$ cat config.mk
export PLATFORM = sky130hd
export DESIGN_NAME = button_click_classifier
export DESIGN_NICKNAME = d
export VERILOG_FILES = /design/src/hdl/bcc_pkg.sv /design/src/hdl/button_click_classifier.sv
export SDC_FILE = /design/constraint.sdc
export NUM_CORES = 1
export LEC_CHECK = 0
export BUFFER_PORTS_ARGS = -buffer_cell sky130_fd_sc_hd__buf_2
export CAP_MARGIN = 40
export CELL_PAD_IN_SITES_DETAIL_PLACEMENT = 0
export CELL_PAD_IN_SITES_GLOBAL_PLACEMENT = 1
export CORE_ASPECT_RATIO = 0.5
export CORE_MARGIN = 2
export CORE_UTILIZATION = 35
export DETAILED_ROUTE_END_ITERATION = 8
export GPL_TIMING_DRIVEN = 0
export PLACE_DENSITY = 0.62
export SKIP_CTS_REPAIR_TIMING = 1
export SYNTH_ARGS = -nofsm -noshare
export SYNTH_HDL_FRONTEND = slang
export SYNTH_SLANG_ARGS = --single-unit
$ cat constraint.sdc
create_clock -name clk_i -period 6 [get_ports clk_i]
set_input_delay 0.3 -clock clk_i [delete_from_list [all_inputs] [get_ports clk_i]]
set_output_delay 0.3 -clock clk_i [all_outputs]
set_load 0.1 [all_outputs]
$ cat src/hdl/bcc_pkg.sv
// -----------------------------------------------------------------------------
// bcc_pkg
// Shared types and constants of the button click classifier.
// -----------------------------------------------------------------------------
package bcc_pkg;

  localparam int unsigned CountWidthDefault = 16;
  localparam int unsigned CfgWidth          = 16;
  localparam int unsigned CfgIndexWidth     = 2;
  localparam int unsigned EventWidth        = 3;
  localparam int unsigned TallyWidth        = 2;

  localparam logic [CfgWidth-1:0] LongPressReset  = 16'd120;
  localparam logic [CfgWidth-1:0] ShortClickReset = 16'd40;
  localparam logic [CfgWidth-1:0] ClickGapReset   = 16'd25;
  localparam logic [CfgWidth-1:0] MinPressReset   = 16'd2;

  localparam logic [TallyWidth-1:0] TallyMax = 2'd3;

  typedef enum logic [EventWidth-1:0] {
    EV_NONE   = 3'd0,
    EV_SINGLE = 3'd1,
    EV_DOUBLE = 3'd2,
    EV_TRIPLE = 3'd3,
    EV_LONG   = 3'd4
  } event_e;

  typedef enum logic [CfgIndexWidth-1:0] {
    CFG_LONG_PRESS  = 2'd0,
    CFG_SHORT_CLICK = 2'd1,
    CFG_CLICK_GAP   = 2'd2,
    CFG_MIN_PRESS   = 2'd3
  } cfg_idx_e;

endpackage

$ cat src/hdl/button_click_classifier.sv
// -----------------------------------------------------------------------------
// button_click_classifier
// Turns one sampled key level per tick into click and long-press events.
// -----------------------------------------------------------------------------
// Usage:
//   Input channel: one key_down_i sample per beat (in_valid_i, in_stall_o).
//   Output channel: exactly one event_code_o per input beat (out_valid_o,
//   out_stall_i): 0 none, 1/2/3 single/double/triple click, 4 long press.
//   Configuration: cfg_we_i writes cfg_data_i into the register chosen by
//   cfg_index_i (0 long press ticks, 1 short click limit, 2 click gap ticks,
//   3 minimum press ticks); write only while the block is idle.
//   Result: the event of a beat appears in the cycle after it is accepted.
//   Throughput: one beat per cycle while the output is not stalled; the
//   whole state update is a single compare-and-count step between the
//   state registers and the result register.
//   Stall: while a result waits and out_stall_i is high, in_stall_o is high;
//   the result register frees itself in the cycle the result is taken, so a
//   new beat is accepted in that same cycle.
//   Reset: counters, pending clicks and the output valid clear; the
//   thresholds return to 120, 40, 25 and 2.
// -----------------------------------------------------------------------------
module button_click_classifier #(
  parameter int unsigned COUNT_WIDTH = bcc_pkg::CountWidthDefault
) (
  input  logic                               clk_i,
  input  logic                               rst_ni,
  input  logic                               in_valid_i,
  output logic                               in_stall_o,
  input  logic                               key_down_i,
  output logic                               out_valid_o,
  input  logic                               out_stall_i,
  output logic [bcc_pkg::EventWidth-1:0]     event_code_o,
  input  logic                               cfg_we_i,
  input  logic [bcc_pkg::CfgIndexWidth-1:0]  cfg_index_i,
  input  logic [bcc_pkg::CfgWidth-1:0]       cfg_data_i
);
  import bcc_pkg::*;

  localparam int unsigned CmpW = (COUNT_WIDTH > CfgWidth) ? COUNT_WIDTH : CfgWidth;
  localparam logic [COUNT_WIDTH-1:0] CntMax = {COUNT_WIDTH{1'b1}};

  logic [CfgWidth-1:0] long_press_q, short_click_q, click_gap_q, min_press_q;

  logic [COUNT_WIDTH-1:0] press_count_q, press_count_d;
  logic [COUNT_WIDTH-1:0] gap_count_q, gap_count_d;
  logic [TallyWidth-1:0]  click_tally_q, click_tally_d;
  logic                   long_fired_q, long_fired_d;
  event_e                 event_q, event_d;
  logic                   out_valid_q, out_valid_d;

  logic                   accept;
  logic [COUNT_WIDTH-1:0] press_inc, gap_a, gap_inc;
  logic [TallyWidth-1:0]  tally_a;
  logic                   click_ok;

  assign in_stall_o   = out_valid_q && out_stall_i;
  assign accept       = in_valid_i && !in_stall_o;
  assign out_valid_o  = out_valid_q;
  assign event_code_o = event_q;

  always_ff @(posedge clk_i or negedge rst_ni) begin
    if (!rst_ni) begin
      long_press_q  <= LongPressReset;
      short_click_q <= ShortClickReset;
      click_gap_q   <= ClickGapReset;
      min_press_q   <= MinPressReset;
    end else if (cfg_we_i) begin
      unique case (cfg_idx_e'(cfg_index_i))
        CFG_LONG_PRESS:  long_press_q  <= cfg_data_i;
        CFG_SHORT_CLICK: short_click_q <= cfg_data_i;
        CFG_CLICK_GAP:   click_gap_q   <= cfg_data_i;
        CFG_MIN_PRESS:   min_press_q   <= cfg_data_i;
        default: ;
      endcase
    end
  end

  always_comb begin
    press_inc = (press_count_q == CntMax) ? CntMax : press_count_q + 1'b1;
    click_ok  = (CmpW'(press_count_q) > CmpW'(min_press_q)) &&
                (CmpW'(press_count_q) < CmpW'(short_click_q)) && !long_fired_q;
    tally_a   = click_tally_q;
    if (click_ok && click_tally_q != TallyMax) begin
      tally_a = click_tally_q + 1'b1;
    end
    gap_a     = click_ok ? '0 : gap_count_q;
    gap_inc   = (gap_a == CntMax) ? CntMax : gap_a + 1'b1;

    press_count_d = press_count_q;
    gap_count_d   = gap_count_q;
    click_tally_d = click_tally_q;
    long_fired_d  = long_fired_q;
    event_d       = EV_NONE;

    if (key_down_i) begin
      press_count_d = press_inc;
      gap_count_d   = '0;
      if (CmpW'(press_inc) >= CmpW'(long_press_q) && !long_fired_q) begin
        long_fired_d  = 1'b1;
        click_tally_d = '0;
        event_d       = EV_LONG;
      end
    end else begin
      press_count_d = '0;
      long_fired_d  = 1'b0;
      click_tally_d = tally_a;
      gap_count_d   = gap_a;
      if (tally_a != '0) begin
        if (CmpW'(gap_inc) >= CmpW'(click_gap_q)) begin
          event_d       = event_e'({1'b0, tally_a});
          click_tally_d = '0;
          gap_count_d   = '0;
        end else begin
          gap_count_d = gap_inc;
        end
      end
    end
  end

  always_comb begin
    if (accept) begin
      out_valid_d = 1'b1;
    end else begin
      out_valid_d = out_valid_q && out_stall_i;
    end
  end

  always_ff @(posedge clk_i or negedge rst_ni) begin
    if (!rst_ni) begin
      press_count_q <= '0;
      gap_count_q   <= '0;
      click_tally_q <= '0;
      long_fired_q  <= 1'b0;
      out_valid_q   <= 1'b0;
    end else begin
      out_valid_q <= out_valid_d;
      if (accept) begin
        press_count_q <= press_count_d;
        gap_count_q   <= gap_count_d;
        click_tally_q <= click_tally_d;
        long_fired_q  <= long_fired_d;
      end
    end
  end

  always_ff @(posedge clk_i) begin
    if (accept) begin
      event_q <= event_d;
    end
  end

`ifndef SYNTHESIS
  a_long_hold_no_tally: assert property (@(posedge clk_i) disable iff (!rst_ni)
    long_fired_q |-> (click_tally_q == '0))
    else $error("pending clicks while a long press is held");

  a_gap_only_released: assert property (@(posedge clk_i) disable iff (!rst_ni)
    (gap_count_q != '0) |-> (press_count_q == '0))
    else $error("gap counter running while key is held");

  a_long_needs_press: assert property (@(posedge clk_i) disable iff (!rst_ni)
    long_fired_q |-> (press_count_q != '0))
    else $error("long press flag set without a held press");
`endif

endmodule
==> summary.json <==
{
  "yosys": {
    "syn-mean-instance-area_um2": 9.64,
    "post_synth_inst_count": 660,
    "synth_ff_type": "dfrtp_1",
    "ys_seq_area_share_pct": 40.9,
    "synth_area_um2": 6360,
    "synth_warnings": 0,
    "synth_enable_flop_cells": 3,
    "postSynthNetCount": 750,
    "postSynthRegisterBits": 103,
    "synth_cell_types": 54,
    "async_set_reset_flop_share_out_of_synthesis_pct": 97.1
  },
  "grt": {
    "grt.overflow.total": 0,
    "grt_pass1_vias": 4787,
    "grt_antenna_before_repair": 0,
    "maximum_number_of_pins_on_one_net_before_global_route_repair": 56,
    "grt_util_all_layers_pct": 17.8,
    "grt_pass1_wl_um": 26300
  },
  "floorplan": {
    "row_count": 34,
    "floorplan.initialDensity_pct": 36.2,
    "die_w_um": 195,
    "die_h_um": 99.3,
    "ioPinCount": 29,
    "die-area_um2": 19300,
    "fp.coreArea_um2": 17600
  },
  "finish": {
    "ff_latch_area_um2": 2620,
    "fillers": 1749,
    "ratio_of_cells_with_drive_above_1_in_the_final_layout_pct": 20.1,
    "layout.cell_area.non_filler_um2": 7250,
    "finish.cell_count_without_fillers": 942,
    "antennaDiodeCount": 0,
    "design.final.nets": 793,
    "flow.area_growth_from_synthesis_pct": 13.9,
    "multiInputGateArea_um2": 3480
  },
  "placed_design": {
    "post_dp_cell_area_um2": 6830,
    "dpl.cell_count": 924,
    "hpwlAfterDp_um": 12600,
    "gp_routability_congestion": 0.832,
    "place.port_buffers": 28
  },
  "cts": {
    "clock_insertion_delay_worst_skew_ps": 360,
    "root_buffer": "clkbuf_16",
    "tritoncts.num_buffers": 9,
    "htree_num_levels": 3,
    "cts_max_path_buffers": 2,
    "worst_setup_hold_path_clk_slew_ps": 70,
    "tritoncts": "yes",
    "sinks_on_clock_net": 103
  },
  "critical_path": {
    "critical-path-top-cell-by-count": "a21oi_1",
    "worstSetupEndpointType": "flop",
    "regToRegEndpoint": "gap_count_q[0]",
    "slowest_stage": "or4_4",
    "family_with_the_most_delay_on_the_worst_path": "compound AO/OA/AOI/OAI gates",
    "worstPathArrival_ps": 5980,
    "path_buf_inv": 3,
    "critPathLaunchType": "flop",
    "worstPathRequired_ps": 6280,
    "worst_reg_to_reg_path_cell_count": 25,
    "worstReg2RegStart": "press_count_q[7]",
    "worst_reg2reg_setup_slack_ps": 300,
    "max_fanout_on_critical_path": 10,
    "path_class": "reg2reg",
    "setup.worst_path.start": "press_count_q[7]",
    "cp_slowest_stage_delay_ps": 540
  },
  "run_status": {
    "run_status": "complete, no violations"
  },
  "timing": {
    "setup-tns-final_ps": 0,
    "setup_viol": 0,
    "hold_ws_ps": 1.17,
    "maximum_clock_frequency_mhz": 175,
    "finalClockSkew_ps": 8.52,
    "slew_headroom_pct": 44.5,
    "tightest_slew_ps": 832,
    "report.final.hold_viol_count": 0,
    "period_needed_ps": 5700,
    "final_max_slew_viol_count": 0,
    "final_min_period_over_clock_period_pct": 95.0
  },
  "drt": {
    "postRouteAntennaNets": 0,
    "wl_um": 16400,
    "detailroute.via_count": 4884,
    "first_iter_violations": 279,
    "vias_per_cell": 5.18,
    "number_of_iterations_in_the_first_detailed_routing_pass": 5,
    "post-route-drc-count": 0,
    "wl_per_cell_um": 17.4
  },
  "job": {
    "maximum_capacitance_violations": 0
  },
  "pwr": {
    "ir_drop_uv": 124,
    "power_density_nw_per_um2": 252,
    "power.leakage_nw": 3.45
  },
  "hold_path": {
    "hold_class": "in2async"
  }
}
## sequential cells by signal, summed over array words and instances, names as in the netlist, 2 cells and up
register and count:
min_press_q 16, press_count_q 16, event_code_o 3, click_tally_q 2
short_click_q 16, long_press_q 16, gap_count_q 16, click_gap_q 16
## layer usage
metal / global-route usage [%] / wire, um / vias up / part of all wire [%]
met2: 26.8 / 6880 / 67 / 42
li1: - / - / 2412 / -
met3: 3.39 / 505 / 9 / 3.1
met4: 3.49 / 135 / 0 / 0.82
met5: 0 / 0 / - / 0
met1: 26.5 / 8890 / 2396 / 54
## cells in the final DEF, fill, tap and decap left out, drive strengths merged, types with 3 or more instances in the layout
cell type	instances
ha	66
a21o	12
clkbuf	29
nand2b	11
o31ai	3
nand4	12
dfrtp	90
nor2b	6
dfstp	10
buf	36
nand3	26
a22o	15
and3	5
nand3b	3
nor2	33
edfxtp	3
mux2	51
xor2	5
xnor2	16
a211oi	4
nand2	55
nor3	12
inv	74
o21a	6
o21ai	33
nor4	3
a31o	3
a21oi	58
## area by class of cell
type	count	area share, %
Tap cell	234	4.04
Clock inverter	4	0.725
Inverter	72	3.73
Timing Repair Buffer	33	2.73
Multi-Input combinational cell	464	48.0
Sequential cell	103	36.1
Buffer	20	1.26
Clock buffer	12	3.40
## stage by stage
| stage | setup WS, ps | power (mW) | utilization, % |
|---|---|---|---|
| after detailed placement | -1170 | 1.23 | 38.9 |
| after global placement | -1130 | 1.22 | 38.7 |
| after global routing | -34.5 | 1.94 | 41.2 |
| after CTS | -1210 | 1.86 | 40.6 |
| after floorplan | 290 | 1.11 | - |
| final | 297 | 1.83 | 41.2 |
## worst reg2reg max path: cells and delay by family (launching register included)
| family | cells | cell delay, ps |
|---|---|---|
| simple gates | 7 | 1630 |
| mux | 1 | 240 |
| fa+ha+maj | 3 | 850 |
| buf+inv | 3 | 660 |
| compound gates | 11 | 1770 |
| flops | 1 | 480 |
## synth_stat cells (3+ instances only)
cell type  count  area [um2]
mux2_2        51         574
and3_1         5        31.3
nor4_1         3        18.8
nand2b_1      11        68.8
o21a_1         6        45.0
o21ai_0       32         160
xor2_1         5        43.8
xnor2_1       16         140
nor3_1        12        60.1
a22o_1        15         131
dfrtp_1       90        2250
nand3_1       26         130
nor2_1        33         124
edfxtp_1       3        90.1
nand2_1       55         206
a211oi_1       3        22.5
clkbuf_1      18        67.6
ha_1          66         826
inv_1         72         270
a21o_1        12        90.1
a31o_2         3        26.3
a21oi_1       58         290
dfstp_2       10         263
nand4_1       12        75.1
nand3b_1       3        22.5
nor2b_1        6        37.5
## report_power, final
part	internal, mW	switching (mW)	total, mW
clock	0.338	0.278	0.616
combinational	0.162	0.207	0.368
sequential	0.795	0.0508	0.845
total	1.29	0.535	1.83
## worst max path at each step
| stage | to | cells past startpoint |
|---|---|---|
| floorplan | gap_count_q[0] | 26 |
| global placement | gap_count_q[0] | 26 |
| detailed placement | gap_count_q[0] | 26 |
| CTS | gap_count_q[0] | 26 |
| global route | gap_count_q[0] | 25 |
| finish | gap_count_q[0] | 25 |
## cells by family (layout without fill, tap and decap cells)
family	count (synthesis)	after routing	share of synthesized area, %
xor+xnor	21	21	2.89
buf+inv	93	141	5.62
fa+ha+maj	66	66	13.0
compound gates	151	151	15.3
flops	103	103	40.9
mux	53	53	9.34
simple gates	173	173	12.9
Power figures use the tool's default switching activity.
